===== config.mk =====
export PLATFORM = sky130hd
export DESIGN_NAME = reservation_station_port_steering_top
export DESIGN_NICKNAME = d
export VERILOG_FILES = /design/src/rtl/rsps_pkg.sv /design/src/rtl/rsps_steer.sv /design/src/rtl/reservation_station_port_steering_top.sv
export SDC_FILE = /design/constraint.sdc
export NUM_CORES = 1
export LEC_CHECK = 0
export BUFFER_PORTS_ARGS = -buffer_cell sky130_fd_sc_hd__buf_2
export CORE_UTILIZATION = 43
export DETAILED_ROUTE_END_ITERATION = 8
export PLACE_DENSITY_LB_ADDON = 0.05
export SLEW_MARGIN = 10
export SYNTH_ARGS = -nofsm -noshare
export SYNTH_HDL_FRONTEND = slang
export SYNTH_SLANG_ARGS = --single-unit

===== constraint.sdc =====
create_clock -name clock -period 15.9 [get_ports clock]
set_input_delay 1.59 -clock clock [delete_from_list [all_inputs] [get_ports clock]]
set_output_delay 1.59 -clock clock [all_outputs]
set_load 0.02 [all_outputs]

===== src/rtl/rsps_pkg.sv =====
// ----------------------------------------------------------------------------
// rsps_pkg
// Types, constants and the station to port table shared by the steering
// logic and its top level.
// ----------------------------------------------------------------------------
`timescale 1ns / 1ps
`default_nettype none

package rsps_pkg;

   localparam int FREE_COUNT_MAX = 63;
   localparam int MAX_CANDIDATES = 4;
   localparam int CAND_FIELDS    = 4;

   localparam int COUNT_W     = 6;
   localparam int PORT_W      = 3;
   localparam int STATION_W   = 3;
   localparam int CLASS_W     = 3;
   localparam int CAND_CNT_W  = 3;
   localparam int CSR_INDEX_W = 2;
   localparam int NUM_PORTS   = 1 << PORT_W;
   localparam int NUM_FREE    = 4;

   localparam int COUNT_ALL_ONES = (1 << COUNT_W) - 1;
   localparam int CAND_LIMIT     = (MAX_CANDIDATES < CAND_FIELDS) ? MAX_CANDIDATES
                                                                 : CAND_FIELDS;
   localparam logic [COUNT_W-1:0] FREE_CAP =
      COUNT_W'((FREE_COUNT_MAX < COUNT_ALL_ONES) ? FREE_COUNT_MAX : COUNT_ALL_ONES);
   localparam logic [CAND_CNT_W-1:0] CAND_LIMIT_CNT = CAND_CNT_W'(CAND_LIMIT);

   localparam logic [COUNT_W-1:0] THRESHOLD_RESET = COUNT_W'(4);

   // register indexes
   localparam logic [CSR_INDEX_W-1:0] CSR_EXEC_SURPLUS   = 2'd0;
   localparam logic [CSR_INDEX_W-1:0] CSR_EXEC_IMBALANCE = 2'd1;
   localparam logic [CSR_INDEX_W-1:0] CSR_ADDR_SURPLUS   = 2'd2;

   // station codes
   localparam logic [STATION_W-1:0] STATION_EXEC_ZERO = 3'd0;
   localparam logic [STATION_W-1:0] STATION_EXEC_ONE  = 3'd1;
   localparam logic [STATION_W-1:0] STATION_ADDR_ZERO = 3'd2;
   localparam logic [STATION_W-1:0] STATION_ADDR_ONE  = 3'd3;
   localparam logic [STATION_W-1:0] STATION_BRANCH    = 3'd4;

   typedef enum logic [0:0] {
      OP_TICK  = 1'b0,
      OP_ALLOC = 1'b1
   } op_type;

   typedef enum logic [CLASS_W-1:0] {
      CLASS_ANY       = 3'd0,
      CLASS_EXEC_PAIR = 3'd1,
      CLASS_ADDR_PAIR = 3'd2,
      CLASS_EXEC_ZERO = 3'd3,
      CLASS_EXEC_ONE  = 3'd4,
      CLASS_BRANCH    = 3'd5
   } class_type;

   typedef struct packed {
      logic [COUNT_W-1:0] exec_surplus;
      logic [COUNT_W-1:0] exec_imbalance;
      logic [COUNT_W-1:0] addr_surplus;
   } thresholds_type;

   typedef struct packed {
      logic [NUM_FREE-1:0][COUNT_W-1:0] free_counts;
      logic                             exec_main;
      logic                             addr_main;
      logic [1:0]                       slot;
   } steer_state_type;

   typedef struct packed {
      logic [CLASS_W-1:0]                  station_class;
      logic [CAND_FIELDS-1:0][PORT_W-1:0]  ports;
      logic [CAND_CNT_W-1:0]               count;
   } alloc_item_type;

   typedef struct packed {
      logic [PORT_W-1:0]    port;
      logic [STATION_W-1:0] station;
      logic                 error;
      logic                 advance_slot;
   } steer_result_type;

   function automatic logic port_on_station(input logic [STATION_W-1:0] station,
                                            input logic [PORT_W-1:0]    port);
      logic [NUM_PORTS-1:0] mask;
      begin
         case (station)
            STATION_EXEC_ZERO: mask = 8'h07;
            STATION_EXEC_ONE:  mask = 8'h18;
            STATION_ADDR_ZERO: mask = 8'h20;
            STATION_ADDR_ONE:  mask = 8'h40;
            STATION_BRANCH:    mask = 8'h80;
            default:           mask = '0;
         endcase
         port_on_station = mask[port];
      end
   endfunction

   function automatic logic [COUNT_W-1:0] sat_count(input logic [COUNT_W-1:0] value);
      begin
         sat_count = (value > FREE_CAP) ? FREE_CAP : value;
      end
   endfunction

endpackage

`default_nettype wire


===== src/rtl/rsps_steer.sv =====
// ----------------------------------------------------------------------------
// rsps_steer
// Station choice from class, free counts, thresholds and the dispatch slot, then
// search of the candidate ports for the first one served by that station.
// ----------------------------------------------------------------------------
`timescale 1ns / 1ps
`default_nettype none

module rsps_steer (
   input  wire rsps_pkg::thresholds_type   thresholds,
   input  wire rsps_pkg::steer_state_type  state,
   input  wire rsps_pkg::alloc_item_type   item,
   output rsps_pkg::steer_result_type      result
);

   import rsps_pkg::*;

   logic [COUNT_W-1:0]   e0, e1, a0, a1;
   logic [COUNT_W:0]     exec_sum, addr_sum;
   logic                 exec_favoured, addr_favoured, exec_imbalanced;
   logic                 exec_peak_wins;
   logic [STATION_W-1:0] em, ef, am, af;
   logic [STATION_W-1:0] station;
   logic                 class_valid;
   logic [CAND_CNT_W-1:0] cnt_sat;
   logic                 found;
   logic [PORT_W-1:0]    port;

   always_comb begin
      e0 = state.free_counts[0];
      e1 = state.free_counts[1];
      a0 = state.free_counts[2];
      a1 = state.free_counts[3];
      exec_sum = {1'b0, e0} + {1'b0, e1};
      addr_sum = {1'b0, a0} + {1'b0, a1};
      exec_favoured   = (COUNT_W+2)'(exec_sum) >=
                        ((COUNT_W+2)'(addr_sum) + (COUNT_W+2)'(thresholds.exec_surplus));
      addr_favoured   = (COUNT_W+2)'(addr_sum) >=
                        ((COUNT_W+2)'(exec_sum) + (COUNT_W+2)'(thresholds.addr_surplus));
      exec_imbalanced = {1'b0, e0} >= ({1'b0, e1} + {1'b0, thresholds.exec_imbalance});
      exec_peak_wins  = ((e0 > e1) ? e0 : e1) >= ((a0 > a1) ? a0 : a1);

      em = state.exec_main ? STATION_EXEC_ONE : STATION_EXEC_ZERO;
      ef = state.exec_main ? STATION_EXEC_ZERO : STATION_EXEC_ONE;
      am = state.addr_main ? STATION_ADDR_ONE : STATION_ADDR_ZERO;
      af = state.addr_main ? STATION_ADDR_ZERO : STATION_ADDR_ONE;

      class_valid = 1'b1;
      station     = STATION_EXEC_ZERO;
      case (item.station_class)
         CLASS_ANY: begin
            if (exec_favoured) begin
               station = (exec_imbalanced || !state.slot[0]) ? em : ef;
            end else if (addr_favoured) begin
               station = state.slot[0] ? af : am;
            end else begin
               case (state.slot)
                  2'd0:    station = exec_peak_wins ? em : am;
                  2'd1:    station = exec_peak_wins ? ef : af;
                  2'd2:    station = exec_peak_wins ? am : em;
                  default: station = exec_peak_wins ? af : ef;
               endcase
            end
         end
         CLASS_EXEC_PAIR: begin
            if (e0 > e1 && e1 == '0) begin
               station = STATION_EXEC_ZERO;
            end else if (e1 > e0 && e0 == '0) begin
               station = STATION_EXEC_ONE;
            end else begin
               station = state.slot[0] ? STATION_EXEC_ONE : STATION_EXEC_ZERO;
            end
         end
         CLASS_ADDR_PAIR: begin
            if (a0 > a1 && a1 == '0) begin
               station = STATION_ADDR_ZERO;
            end else if (a1 > a0 && a0 == '0) begin
               station = STATION_ADDR_ONE;
            end else begin
               station = state.slot[0] ? STATION_ADDR_ONE : STATION_ADDR_ZERO;
            end
         end
         CLASS_EXEC_ZERO: station = STATION_EXEC_ZERO;
         CLASS_EXEC_ONE:  station = STATION_EXEC_ONE;
         CLASS_BRANCH:    station = STATION_BRANCH;
         default:         class_valid = 1'b0;
      endcase

      // first candidate in preference order served by the station
      cnt_sat = (item.count > CAND_LIMIT_CNT) ? CAND_LIMIT_CNT : item.count;
      found   = 1'b0;
      port    = '0;
      for (int i = 0; i < CAND_FIELDS; i++) begin
         if (!found && (CAND_CNT_W'(i) < cnt_sat)
             && port_on_station(station, item.ports[i])) begin
            found = 1'b1;
            port  = item.ports[i];
         end
      end

      result.port         = (class_valid && found) ? port : '0;
      result.station      = class_valid ? station : STATION_EXEC_ZERO;
      result.error        = !(class_valid && found);
      result.advance_slot = class_valid;
   end

endmodule

`default_nettype wire


===== src/rtl/reservation_station_port_steering_top.sv =====
// ----------------------------------------------------------------------------
// reservation_station_port_steering_top
// Steers allocated instructions to a reservation station and issue port;
// tick items reload the station free counts and main stations and clear the dispatch slot.
// ----------------------------------------------------------------------------
// pipeline: an allocate item passes the input register, then the result
// register, before its result shows; a tick item gives no result
// throughput: one item per cycle unless a stalled result holds back an allocate
// item, set by the single steering pass between the input and result registers
// reset: synchronous; thresholds return to 4, free counts, main stations and
// the slot counter clear, both stages empty
`timescale 1ns / 1ps
`default_nettype none

module reservation_station_port_steering_top (
   input  wire logic                             clock,
   input  wire logic                             reset,
   input  wire logic                             csr_write_enable,
   input  wire logic [rsps_pkg::CSR_INDEX_W-1:0] csr_index,
   input  wire logic [rsps_pkg::COUNT_W-1:0]     csr_write_data,
   input  wire logic                             req_valid,
   output logic                                  req_stall,
   input  wire logic                             req_operation,
   input  wire logic [rsps_pkg::COUNT_W-1:0]     req_free_exec_zero,
   input  wire logic [rsps_pkg::COUNT_W-1:0]     req_free_exec_one,
   input  wire logic [rsps_pkg::COUNT_W-1:0]     req_free_addr_zero,
   input  wire logic [rsps_pkg::COUNT_W-1:0]     req_free_addr_one,
   input  wire logic [rsps_pkg::CLASS_W-1:0]     req_station_class,
   input  wire logic [rsps_pkg::PORT_W-1:0]      req_candidate_port_a,
   input  wire logic [rsps_pkg::PORT_W-1:0]      req_candidate_port_b,
   input  wire logic [rsps_pkg::PORT_W-1:0]      req_candidate_port_c,
   input  wire logic [rsps_pkg::PORT_W-1:0]      req_candidate_port_d,
   input  wire logic [rsps_pkg::CAND_CNT_W-1:0]  req_candidate_count,
   output logic                                  rsp_valid,
   input  wire logic                             rsp_stall,
   output logic [rsps_pkg::PORT_W-1:0]           rsp_chosen_port,
   output logic [rsps_pkg::STATION_W-1:0]        rsp_chosen_station,
   output logic                                  rsp_steer_error
);

   import rsps_pkg::*;

   thresholds_type   thresholds_ff, thresholds_in;
   steer_state_type  state_ff, state_in;

   logic             s1_valid_ff, s1_valid_in;
   op_type           s1_op_ff, s1_op_in;
   logic [NUM_FREE-1:0][COUNT_W-1:0] s1_free_ff, s1_free_in;
   alloc_item_type   s1_item_ff, s1_item_in;

   logic             rsp_valid_ff, rsp_valid_in;
   steer_result_type rsp_result_ff, rsp_result_in;

   steer_result_type steer_result;
   logic             s1_needs_out;
   logic             s1_advance;
   logic [NUM_FREE-1:0][COUNT_W-1:0] free_sat;

   rsps_steer u_steer (
      .thresholds (thresholds_ff),
      .state      (state_ff),
      .item       (s1_item_ff),
      .result     (steer_result)
   );

   always_comb begin
      s1_needs_out = (s1_op_ff == OP_ALLOC);
      s1_advance   = s1_valid_ff && (!s1_needs_out || !rsp_valid_ff || !rsp_stall);
      req_stall    = s1_valid_ff && !s1_advance;

      // input register
      s1_valid_in = s1_valid_ff;
      s1_op_in    = s1_op_ff;
      s1_free_in  = s1_free_ff;
      s1_item_in  = s1_item_ff;
      if (!req_stall) begin
         s1_valid_in = req_valid;
         s1_op_in    = op_type'(req_operation);
         s1_free_in  = {req_free_addr_one, req_free_addr_zero,
                        req_free_exec_one, req_free_exec_zero};
         s1_item_in.station_class = req_station_class;
         s1_item_in.ports = {req_candidate_port_d, req_candidate_port_c,
                             req_candidate_port_b, req_candidate_port_a};
         s1_item_in.count = req_candidate_count;
      end

      // steering state
      for (int i = 0; i < NUM_FREE; i++) begin
         free_sat[i] = sat_count(s1_free_ff[i]);
      end
      state_in = state_ff;
      if (s1_advance) begin
         if (s1_op_ff == OP_TICK) begin
            state_in.free_counts = free_sat;
            state_in.exec_main   = !(free_sat[0] >= free_sat[1]);
            state_in.addr_main   = !(free_sat[2] >= free_sat[3]);
            state_in.slot        = '0;
         end else if (steer_result.advance_slot) begin
            state_in.slot = state_ff.slot + 2'd1;
         end
      end

      // result register
      rsp_valid_in  = rsp_valid_ff;
      rsp_result_in = rsp_result_ff;
      if (s1_advance && s1_needs_out) begin
         rsp_valid_in  = 1'b1;
         rsp_result_in = steer_result;
      end else if (!rsp_stall) begin
         rsp_valid_in = 1'b0;
      end

      // configuration
      thresholds_in = thresholds_ff;
      if (csr_write_enable) begin
         case (csr_index)
            CSR_EXEC_SURPLUS:   thresholds_in.exec_surplus   = csr_write_data;
            CSR_EXEC_IMBALANCE: thresholds_in.exec_imbalance = csr_write_data;
            CSR_ADDR_SURPLUS:   thresholds_in.addr_surplus   = csr_write_data;
            default:            thresholds_in = thresholds_ff;
         endcase
      end
   end

   always_ff @(posedge clock) begin
      if (reset) begin
         thresholds_ff <= '{exec_surplus:   THRESHOLD_RESET,
                            exec_imbalance: THRESHOLD_RESET,
                            addr_surplus:   THRESHOLD_RESET};
         state_ff      <= '0;
         s1_valid_ff   <= 1'b0;
         rsp_valid_ff  <= 1'b0;
      end else begin
         thresholds_ff <= thresholds_in;
         state_ff      <= state_in;
         s1_valid_ff   <= s1_valid_in;
         rsp_valid_ff  <= rsp_valid_in;
      end
   end

   always_ff @(posedge clock) begin
      s1_op_ff      <= s1_op_in;
      s1_free_ff    <= s1_free_in;
      s1_item_ff    <= s1_item_in;
      rsp_result_ff <= rsp_result_in;
   end

   assign rsp_valid          = rsp_valid_ff;
   assign rsp_chosen_port    = rsp_result_ff.port;
   assign rsp_chosen_station = rsp_result_ff.station;
   assign rsp_steer_error    = rsp_result_ff.error;

   // a clean result always names a port served by its station
   assert property (@(posedge clock) disable iff (reset)
      rsp_valid_ff && !rsp_result_ff.error
         |-> port_on_station(rsp_result_ff.station, rsp_result_ff.port))
      else $error("steered port not served by station");

   // a failed steer reports port zero
   assert property (@(posedge clock) disable iff (reset)
      rsp_valid_ff && rsp_result_ff.error |-> rsp_result_ff.port == '0)
      else $error("error result with nonzero port");

   // the input side only holds off while an allocate item in the input register waits on a stalled result
   assert property (@(posedge clock) disable iff (reset)
      req_stall |-> s1_valid_ff && s1_op_ff == OP_ALLOC && rsp_valid_ff && rsp_stall)
      else $error("input stalled without a blocked result");

   // a tick leaves the slot counter cleared
   assert property (@(posedge clock) disable iff (reset)
      s1_advance && s1_op_ff == OP_TICK |=> state_ff.slot == '0)
      else $error("slot counter not cleared by tick");

   // no result appears straight out of reset
   assert property (@(posedge clock)
      reset |=> !rsp_valid_ff)
      else $error("result valid after reset");

endmodule

`default_nettype wire


==> flow_metrics.env, run 1 <==
export IMPL_synth_ff_type="edfxtp_1"
export IMPL_layout_common_cells="84 x ha_1, 73 x nor2_1, 73 x nand2_1, 66 x a21oi_1, 64 x buf_2"
export IMPL_cts_max_path_buffers=2
export IMPL_whs_ns=0.482
export IMPL_cts_tree="yes"
export IMPL_setup_viol_count_final=0
export IMPL_p_int_uw=462
export IMPL_rows=44
export IMPL_crit_family="compound AO/OA/AOI/OAI gates"
export IMPL_whs_path_depth=2
export IMPL_yosysWarnings=0
export IMPL_post_route_min_period_ns=5.87
export IMPL_crit_path_top_delay_cell="o31ai_1"
export IMPL_cts_hold_fix_buffers=0
export IMPL_cts_resized=0
export IMPL_cap_viol_max_count=0
export IMPL_vias_per_cell=5.43
export IMPL_rsz0062_at_grt="false"
export IMPL_cts_htree_levels=3
export IMPL_drtIter0Drc=211
export IMPL_clk_pin_slew_ns=0.07
export IMPL_switching_power_uw=187
export IMPL_min_from="state_ff[27]$_SDFFE_PP0P_"
export IMPL_startpoint_type="register"
export IMPL_antenna_found_initial=0
export IMPL_yosysSeqAreaShare_pct=37.2
export IMPL_cp_required_ns=16.09
export IMPL_core_area_um2=14800
export IMPL_dieArea_um2=15900
export IMPL_synth_cell_types=61
export IMPL_power_density_nw_per_um2=88.0
export IMPL_start_util_pct=44.8
export IMPL_cpPeakStageDelay_ns=0.91
export IMPL_hpwl_um=11800
export IMPL_synth_edf_count=50
export IMPL_synth_cells=712
export IMPL_ant_nets=0
export IMPL_post_drt_wl_per_cell_um=15.7
export IMPL_clock_sinks=98
export IMPL_worstPathCellList="inv_1 -> ha_1 -> nand3_1 -> nor3_1 -> o31ai_1 -> mux2_2 -> ha_1 -> a21o_1 -> a221oi_4 -> mux2_2 -> o311a_1 -> a211o_1 -> or2_1 -> o41a_1 -> a221oi_2 -> nand3b_1 -> o22ai_1"
export IMPL_cp_max_fo=8
export IMPL_rr_startpoint="state_ff[13]$_SDFFE_PP0P_"
export IMPL_grt_max_degree=49
export IMPL_critPathKind="register to register"
export IMPL_endpoint_kind="register"
export IMPL_synth_area_per_cell_um2=9.29
export IMPL_cts_buffers=9
export IMPL_hold_path_end="state_ff[27]$_SDFFE_PP0P_"
export IMPL_syn_to_final_growth_pct=11.6
export IMPL_place_congestion=0.886
export IMPL_n_antenna_cell=0
export IMPL_r2r_end="rsp_chosen_port[2]$_SDFFCE_PN0P_"
export IMPL_hold_viol_final=0
export IMPL_clkLatencyLatePin_ns=0.36
export IMPL_syn_cell_area_um2=6610
export IMPL_slew_viol_final=0
export IMPL_skew_ns=0.0116
export IMPL_fin_crit_sh_pct=36.9
export IMPL_totalWireLength_um=14900
export IMPL_dr_pass1_iters=4
export IMPL_cp_data_arrival_time_ns=6.06
export IMPL_final_common_cell="ha_1"
export IMPL_tightest_slew_ns=1.08
export IMPL_grt_pass1_vias=5009
export IMPL_die_y_um=126
export IMPL_portBuffers=64
export IMPL_combPwrFrac_pct=20.7
export IMPL_drive_gt1_share_pct=12.8
export IMPL_fmax_mhz=170
export IMPL_tns_ns=0
export IMPL_leakagePower_uw=0.00331
export IMPL_hp_class="register to register"
export IMPL_crit_buf_inv=1
export IMPL_post_place_ws_ns=10.09
export IMPL_vdd_drop_max_mv=0.0620
export IMPL_die_width_um=126
export IMPL_grt_pass1_wl_um=24800
export IMPL_layout_setup_ws_ns=10.03
export IMPL_status="finished, final reports clean"
export IMPL_grt_usage_pct=19.8
export IMPL_gr_total_overflow=0
export IMPL_synth_seq_cells=98
export IMPL_slew_limit_headroom_pct=27.1
export IMPL_vias=5156
export IMPL_num_io_pins=65
export IMPL_finalPower_uw=649
export IMPL_reg2reg_depth=17
export IMPL_power_frac_seq_pct=44.8
export IMPL_drc_errors=0
export IMPL_critPathLaunch="state_ff[13]$_SDFFE_PP0P_"
export IMPL_cts_root_buffer="clkbuf_16"
export IMPL_post_cts_buffers=0
export IMPL_async_flop_share_pct=0
export IMPL_p_clk_share_pct=34.5
export IMPL_fillers=1433
export IMPL_netSwitchingFraction_pct=28.8
export IMPL_nets=906
export IMPL_synth_fp_nets=857
export IMPL_regToRegSetupSlack_ns=10.03
worst min-delay path, delay by kind of cell (launching register included):
family	cells	cell delay, ns
DFF	1	0.33
and+or+nand+nor	1	0.06
AOI/OAI and AO/OA	1	0.05
layout make-up:
class	count	area, um^2	area share (%)
clock buffers	10	229	3.10
clock inverters	6	75.1	1.02
inverters	54	203	2.75
multi-input cells	530	3830	51.9
flip-flops and latches	98	2460	33.4
well taps	184	230	3.12
repair buffers	68	350	4.75
worst max-delay path by stage:
stage / endpoint / cells after the start
floorplan: req_stall / 2
global placement: rsp_chosen_port[2]$_SDFFCE_PN0P_ / 18
detailed placement: rsp_chosen_port[2]$_SDFFCE_PN0P_ / 18
CTS: rsp_chosen_port[2]$_SDFFCE_PN0P_ / 18
global route: rsp_chosen_port[2]$_SDFFCE_PN0P_ / 18
finish: rsp_chosen_port[2]$_SDFFCE_PN0P_ / 17
sequential cells by signal, indices dropped and copies added, names as in the netlist:
register	cells
s1_valid_ff	1
rsp_chosen_port	3
s1_free_ff	24
thresholds_ff	18
rsp_valid	1
state_ff	28
s1_needs_out	1
rsp_chosen_station	3
rsp_steer_error	1
s1_item_ff	18
per-layer routing:
layer	vias to the layer above	wire length (um)	track usage [%]	share of wire (%)
li1	2635	-	-	-
met1	2418	7200	25.6	48
met2	88	7000	33.5	47
met3	15	514	4.08	3.4
met4	0	228	5.95	1.5
met5	-	0	0	0
cell usage after synthesis (all sizes together), types with 9 or more instances:
cell | instances | area, um^2
a21o | 12 | 90.1
a21oi | 66 | 330
edfxtp | 50 | 1500
clkbuf | 25 | 93.8
o21ai | 20 | 100
mux2 | 9 | 101
nand2b | 12 | 75.1
xor2 | 13 | 114
ha | 84 | 1050
dfxtp | 48 | 961
nand2 | 73 | 274
mux2i | 23 | 230
nor2b | 13 | 81.3
nand3 | 9 | 45.0
inv | 54 | 203
nor2 | 73 | 274
xnor2 | 12 | 105
cell families (layout without fill, tap and decap cells):
family | after synthesis | count (layout) | synth area share [%]
fa+ha+maj | 89 | 89 | 17.4
flops | 98 | 98 | 37.2
simple gates | 217 | 217 | 15.0
xor+xnor | 25 | 25 | 3.31
compound gates | 167 | 167 | 17.2
mux | 32 | 32 | 5.02
buf+inv | 84 | 138 | 4.88
per-stage QoR:
stage,util [%],std cells,instance area [um^2]
final,50.0,950,7380
after global routing,50.0,950,7380
after CTS,50.0,950,7380
after detailed placement,47.9,934,7070
after global placement,47.9,934,7070
after floorplan,-,712,6610
power by group through the flow:
stage | clock (uW) | sequential, uW | combinational [uW]
floorplan | 0 | 292 | 104
global placement | 0 | 296 | 131
detailed placement | 0 | 297 | 134
CTS | 231 | 291 | 135
global route | 240 | 293 | 152
finish | 224 | 291 | 135
Note: power is estimated with default switching activity, not from simulation.
==> run 2: changes to the inputs <==
--- a/config.mk
+++ b/config.mk
@@ -5,6 +5,7 @@
 export SDC_FILE = /design/constraint.sdc
 export NUM_CORES = 1
 export LEC_CHECK = 0
+export ABC_AREA = 1
 export BUFFER_PORTS_ARGS = -buffer_cell sky130_fd_sc_hd__buf_2
 export CORE_UTILIZATION = 43
 export DETAILED_ROUTE_END_ITERATION = 8
==> constraint.sdc (replaced) <==
create_clock -name clock -period 5.35 [get_ports clock]
set_input_delay 0.535 -clock clock [delete_from_list [all_inputs] [get_ports clock]]
set_output_delay 0.535 -clock clock [all_outputs]
set_load 0.02 [all_outputs]
==> run 2 against run 1 <==
Clock skew shrank 0.0013 ns. First-iteration DRC count grew 32%. Utilization shrank 0.69 points. Worst hold slack lost 0.13 ns. Register-to-register slack lost 9.4 ns. Highest routed layer unchanged. Largest power group unchanged. Critical endpoint is now rsp_chosen_port[0]$_SDFFCE_PN0P_.
==> flow_metrics.env, run 2 <==
export IMPL_p_int_uw=1450
export IMPL_skew_ns=0.0103
export IMPL_slew_limit_headroom_pct=50.4
export IMPL_grt_pass1_wl_um=25100
export IMPL_vias_per_cell=5.05
export IMPL_largest_reg_flops=28
export IMPL_die_y_um=127
export IMPL_yosysSeqAreaShare_pct=36.9
export IMPL_cts_htree_levels=3
export IMPL_cts_tree="yes"
export IMPL_cts_hold_fix_buffers=0
export IMPL_yosysWarnings=0
export IMPL_synth_seq_cells=98
export IMPL_largest_register="state_ff"
export IMPL_tightest_slew_ns=0.738
export IMPL_drive_gt1_share_pct=15.5
export IMPL_totalWireLength_um=14600
export IMPL_synth_cells=802
export IMPL_place_congestion=0.875
export IMPL_synth_ff_type="edfxtp_1"
export IMPL_cap_viol_max_count=0
export IMPL_setup_viol_count_final=0
export IMPL_layout_common_cells="130 x nand2_1, 116 x inv_1, 84 x ha_1, 64 x nor2_1, 64 x buf_2"
export IMPL_cp_max_fo=11
export IMPL_final_common_cell="nand2_1"
export IMPL_rows=45
export IMPL_synth_area_leaders="edfxtp_1 22%, ha_1 16%, dfxtp_1 14%, nand2_1 7.3%, inv_1 6.6%"
export IMPL_startpoint_type="register"
export IMPL_layout_setup_ws_ns=0.624
export IMPL_synth_top_area_share_pct=22.5
export IMPL_synth_area_per_cell_um2=8.33
export IMPL_die_width_um=127
export IMPL_fillers=1509
export IMPL_grt_pass1_vias=5273
export IMPL_synth_most_common_cell="nand2_1"
export IMPL_syn_to_final_growth_pct=12.2
export IMPL_vias=5298
export IMPL_leakagePower_uw=0.00377
export IMPL_cts_max_path_buffers=2
export IMPL_path_common_cell="nand2_1"
export IMPL_portBuffers=64
export IMPL_core_area_um2=15200
export IMPL_vdd_drop_max_mv=0.153
export IMPL_hp_class="primary input to register"
export IMPL_slew_viol_final=0
export IMPL_whs_path_depth=1
export IMPL_hold_viol_final=0
export IMPL_start_util_pct=43.9
export IMPL_fmax_mhz=212
export IMPL_clk_pin_slew_ns=0.08
export IMPL_drtIter0Drc=278
export IMPL_switching_power_uw=695
export IMPL_post_route_min_period_ns=4.73
export IMPL_power_frac_seq_pct=40.5
export IMPL_syn_cell_area_um2=6680
export IMPL_cp_data_arrival_time_ns=4.83
export IMPL_whs_ns=0.351
export IMPL_grt_usage_pct=19.9
export IMPL_num_io_pins=65
export IMPL_cp_required_ns=5.45
export IMPL_synth_fp_nets=947
export IMPL_clkLatencyLatePin_ns=0.35
export IMPL_netSwitchingFraction_pct=32.4
export IMPL_post_place_ws_ns=0.677
export IMPL_synth_edf_count=50
export IMPL_drc_errors=0
export IMPL_cpPeakStageDelay_ns=0.43
export IMPL_cts_root_buffer="clkbuf_16"
export IMPL_nets=1002
export IMPL_rsz0062_at_grt="false"
export IMPL_async_flop_share_pct=0
export IMPL_largest_registers="state_ff (28), s1_free_ff (24)"
export IMPL_cts_resized=0
export IMPL_status="finished, final reports clean"
export IMPL_fin_crit_sh_pct=88.3
export IMPL_dr_pass1_iters=4
export IMPL_cts_buffers=9
export IMPL_dieArea_um2=16000
export IMPL_reg2reg_depth=30
export IMPL_grt_max_degree=45
export IMPL_gr_total_overflow=0
export IMPL_synth_cells_most_frequent="130 x nand2_1, 117 x inv_1, 84 x ha_1"
export IMPL_critPathKind="register to register"
export IMPL_combPwrFrac_pct=26.6
export IMPL_clock_sinks=98
export IMPL_tns_ns=0
export IMPL_ant_nets=0
export IMPL_post_cts_buffers=0
export IMPL_crit_path_top_delay_cell="fa_1"
export IMPL_endpoint_kind="register"
export IMPL_hpwl_um=11700
export IMPL_yosys_area_top_type="edfxtp_1"
export IMPL_n_antenna_cell=0
export IMPL_post_drt_wl_per_cell_um=13.9
export IMPL_p_clk_share_pct=32.8
export IMPL_synth_cell_types=47
export IMPL_antenna_found_initial=0
export IMPL_power_density_nw_per_um2=286
[run 2: logic make-up after synthesis]
kind of cell | after synthesis | synth area share, %
AO/OA/AOI/OAI | 149 | 13.2
AND/OR/NAND/NOR | 298 | 21.5
flip-flops | 98 | 36.9
XOR/XNOR | 21 | 2.75
adder cells (fa/ha/maj) | 89 | 17.2
buffers and inverters | 147 | 8.41
[run 2: worst paths after layout]
path                                  from                                to  slack [ns]
max reg2reg      state_ff[10]$_SDFFE_PP0P_  rsp_chosen_port[0]$_SDFFCE_PN0P_        0.62
max              state_ff[10]$_SDFFE_PP0P_  rsp_chosen_port[0]$_SDFFCE_PN0P_        0.62
min reg2reg  thresholds_ff[2]$_SDFFE_PP1P_     thresholds_ff[2]$_SDFFE_PP1P_        0.49
min                  req_free_exec_zero[5]           s1_free_ff[5]$_DFFE_PN_        0.35
[run 2: cell type report]
| class | count | area (um^2) | share of cell area [%] |
|---|---|---|---|
| multi-input combinational | 557 | 3660 | 48.8 |
| sequential | 98 | 2460 | 32.9 |
| inverter | 124 | 468 | 6.24 |
| timing repair buffer | 67 | 343 | 4.57 |
| clock buffer | 10 | 250 | 3.34 |
| tap | 188 | 235 | 3.14 |
| clock inverter | 6 | 77.6 | 1.04 |
[run 2: metrics by stage]
step	utilization, %	cell area, um^2	instances	power [uW]
after floorplan	-	6680	802	1320
after global placement	47.1	7170	1034	1440
after detailed placement	47.1	7170	1034	1460
after CTS	49.3	7490	1050	2170
after global routing	49.3	7490	1050	2290
final	49.3	7490	1050	2140
[run 2: routing by layer]
layer | part of all wire, % | vias to the layer above | global-route usage (%)
met5 | 0 | - | 0
met4 | 1.2 | 0 | 6.38
met3 | 2.5 | 9 | 2.70
met2 | 45 | 72 | 32.6
met1 | 51 | 2438 | 27.1
li1 | - | 2779 | -
[run 2: power by group through the flow]
stage	clock [uW]	sequential (uW)	combinational (uW)
floorplan	0	874	443
global placement	0	885	554
detailed placement	0	887	570
CTS	724	869	574
global route	749	875	661
finish	703	869	571
[run 2: worst max-delay path: cells and delay by family (launching register included)]
kind / cells / cell delay, ns
compound gates: 3 / 0.45
xor+xnor: 2 / 0.40
fa+ha+maj: 4 / 1.29
buf+inv: 2 / 0.11
flops: 1 / 0.38
simple gates: 19 / 1.85
==> run 3: changes to the inputs <==
==> constraint.sdc (replaced) <==
create_clock -name clock -period 5.6 [get_ports clock]
set_input_delay 0.56 -clock clock [delete_from_list [all_inputs] [get_ports clock]]
set_output_delay 0.56 -clock clock [all_outputs]
set_load 0.02 [all_outputs]
==> run 3 against run 2 <==
Fmax down 0.49%. Sequential power shrank 4.5%. Sequential share of layout area rose by 0.13 points. Utilization shrank 0.20 points. Combinational power shrank 4.6%. Register-to-register slack gained 0.23 ns. Worst hold slack gained 0.028 ns. Critical path depth is the same. Critical endpoint unchanged. Largest cell class unchanged. Largest power group unchanged.
==> flow_metrics.env, run 3 (synthesized netlist as in run 2, its figures left out) <==
export IMPL_hp_class="primary input to register"
export IMPL_totalWireLength_um=14600
export IMPL_cts_tree="yes"
export IMPL_cts_root_buffer="clkbuf_16"
export IMPL_clk_pin_slew_ns=0.07
export IMPL_die_width_um=127
export IMPL_grt_usage_pct=19.9
export IMPL_hold_viol_final=0
export IMPL_post_drt_wl_per_cell_um=13.9
export IMPL_critPathKind="register to register"
export IMPL_endpoint_kind="register"
export IMPL_layout_common_cells="130 x nand2_1, 116 x inv_1, 84 x ha_1, 64 x nor2_1, 64 x buf_2"
export IMPL_crit_buf_inv=2
export IMPL_slew_limit_headroom_pct=52.2
export IMPL_fillers=1471
export IMPL_vdd_drop_max_mv=0.134
export IMPL_largest_register="state_ff"
export IMPL_portBuffers=64
export IMPL_cts_htree_levels=3
export IMPL_leakagePower_uw=0.00376
export IMPL_antenna_found_initial=0
export IMPL_clkLatencyLatePin_ns=0.35
export IMPL_slew_viol_final=0
export IMPL_drc_errors=0
export IMPL_start_util_pct=43.9
export IMPL_syn_to_final_growth_pct=11.7
export IMPL_grt_pass1_vias=5268
export IMPL_fin_crit_sh_pct=84.8
export IMPL_whs_ns=0.378
export IMPL_cap_viol_max_count=0
export IMPL_ant_nets=0
export IMPL_vias_per_cell=5.08
export IMPL_cts_max_path_buffers=2
export IMPL_cp_max_fo=11
export IMPL_cp_data_arrival_time_ns=4.85
export IMPL_cpPeakStageDelay_ns=0.45
export IMPL_skew_ns=0.0126
export IMPL_hpwl_um=11700
export IMPL_status="finished, final reports clean"
export IMPL_setup_viol_count_final=0
export IMPL_cp_required_ns=5.70
export IMPL_startpoint_type="register"
export IMPL_largest_reg_flops=28
export IMPL_multi_input_area_um2=3660
export IMPL_tns_ns=0
export IMPL_final_common_cell="nand2_1"
export IMPL_dr_pass1_iters=4
export IMPL_rsz0062_at_grt="false"
export IMPL_nets=1002
export IMPL_rows=45
export IMPL_gr_total_overflow=0
export IMPL_dieArea_um2=16000
export IMPL_num_io_pins=65
export IMPL_cts_resized=0
export IMPL_crit_path_top_delay_cell="fa_1"
export IMPL_post_cts_buffers=0
export IMPL_vias=5334
export IMPL_largest_registers="state_ff (28), s1_free_ff (24)"
export IMPL_clock_sinks=98
export IMPL_drive_gt1_share_pct=15.4
export IMPL_grt_max_degree=45
export IMPL_cts_buffers=9
export IMPL_power_density_nw_per_um2=268
export IMPL_grt_pass1_wl_um=25000
export IMPL_n_antenna_cell=0
export IMPL_place_congestion=0.875
export IMPL_core_area_um2=15200
export IMPL_path_common_cell="nand2_1"
export IMPL_regArea_um2=2460
export IMPL_fmax_mhz=211
export IMPL_cts_hold_fix_buffers=0
export IMPL_crit_family="simple AND/OR/NAND/NOR gates"
export IMPL_drtIter0Drc=299
export IMPL_post_route_min_period_ns=4.75
export IMPL_tightest_slew_ns=0.712
export IMPL_die_y_um=127
[run 3: changes by cell type in the layout (fill, tap and decap cells not counted), sizes merged]
| cell | delta |
|---|---|
| clkbuf | -1 |
| clkinv | +1 |
[run 3: final cells by class]
cell class,count,share of cell area [%]
multi-input cells,557,49.0
clock buffers,9,3.02
inverters,124,6.27
clock inverters,7,0.972
repair buffers,67,4.59
well taps,188,3.15
flip-flops and latches,98,33.0
[run 3: path summary, 6_finish.rpt]
kind                                      start                          endpoint  slack, ns  cells past startpoint
setup reg to reg      state_ff[10]$_SDFFE_PP0P_  rsp_chosen_port[0]$_SDFFCE_PN0P_       0.85                     30
hold / removal             req_free_exec_one[4]          s1_free_ff[10]$_DFFE_PN_       0.38                      1
hold reg to reg   thresholds_ff[2]$_SDFFE_PP1P_     thresholds_ff[2]$_SDFFE_PP1P_       0.49                      2
setup / recovery      state_ff[10]$_SDFFE_PP0P_  rsp_chosen_port[0]$_SDFFCE_PN0P_       0.85                     30
[run 3: worst register-to-register path, delay by kind of cell, from the launching register on]
kind / cells / cell delay, ns
flip-flops: 1 / 0.38
XOR/XNOR: 2 / 0.40
AO/OA/AOI/OAI: 3 / 0.46
AND/OR/NAND/NOR: 19 / 1.85
buffers and inverters: 2 / 0.11
adder cells (fa/ha/maj): 4 / 1.32
[run 3: layer usage]
| metal | vias up | wire (um) | global-route usage [%] |
|---|---|---|---|
| met4 | 0 | 335 | 7.80 |
| met2 | 86 | 6540 | 32.1 |
| met5 | - | 0 | 0 |
| met1 | 2450 | 7340 | 26.8 |
| met3 | 22 | 403 | 3.21 |
| li1 | 2776 | - | - |
[run 3: metrics by stage]
stage | setup WS [ns] | area, um^2 | total power (uW) | utilization [%] | std cells
after floorplan | 1.56 | 6680 | 1260 | - | 802
after detailed placement | 0.886 | 7170 | 1390 | 47.1 | 1034
after global placement | 1.04 | 7170 | 1370 | 47.1 | 1034
final | 0.850 | 7460 | 2000 | 49.1 | 1050
after CTS | 0.852 | 7460 | 2030 | 49.1 | 1050
after global routing | 0.446 | 7460 | 2150 | 49.1 | 1050
[run 3: report_power, final]
group | total, uW | switching [uW] | internal, uW
Sequential | 830 | 36.3 | 794
Combinational | 545 | 338 | 207
Clock | 625 | 276 | 349
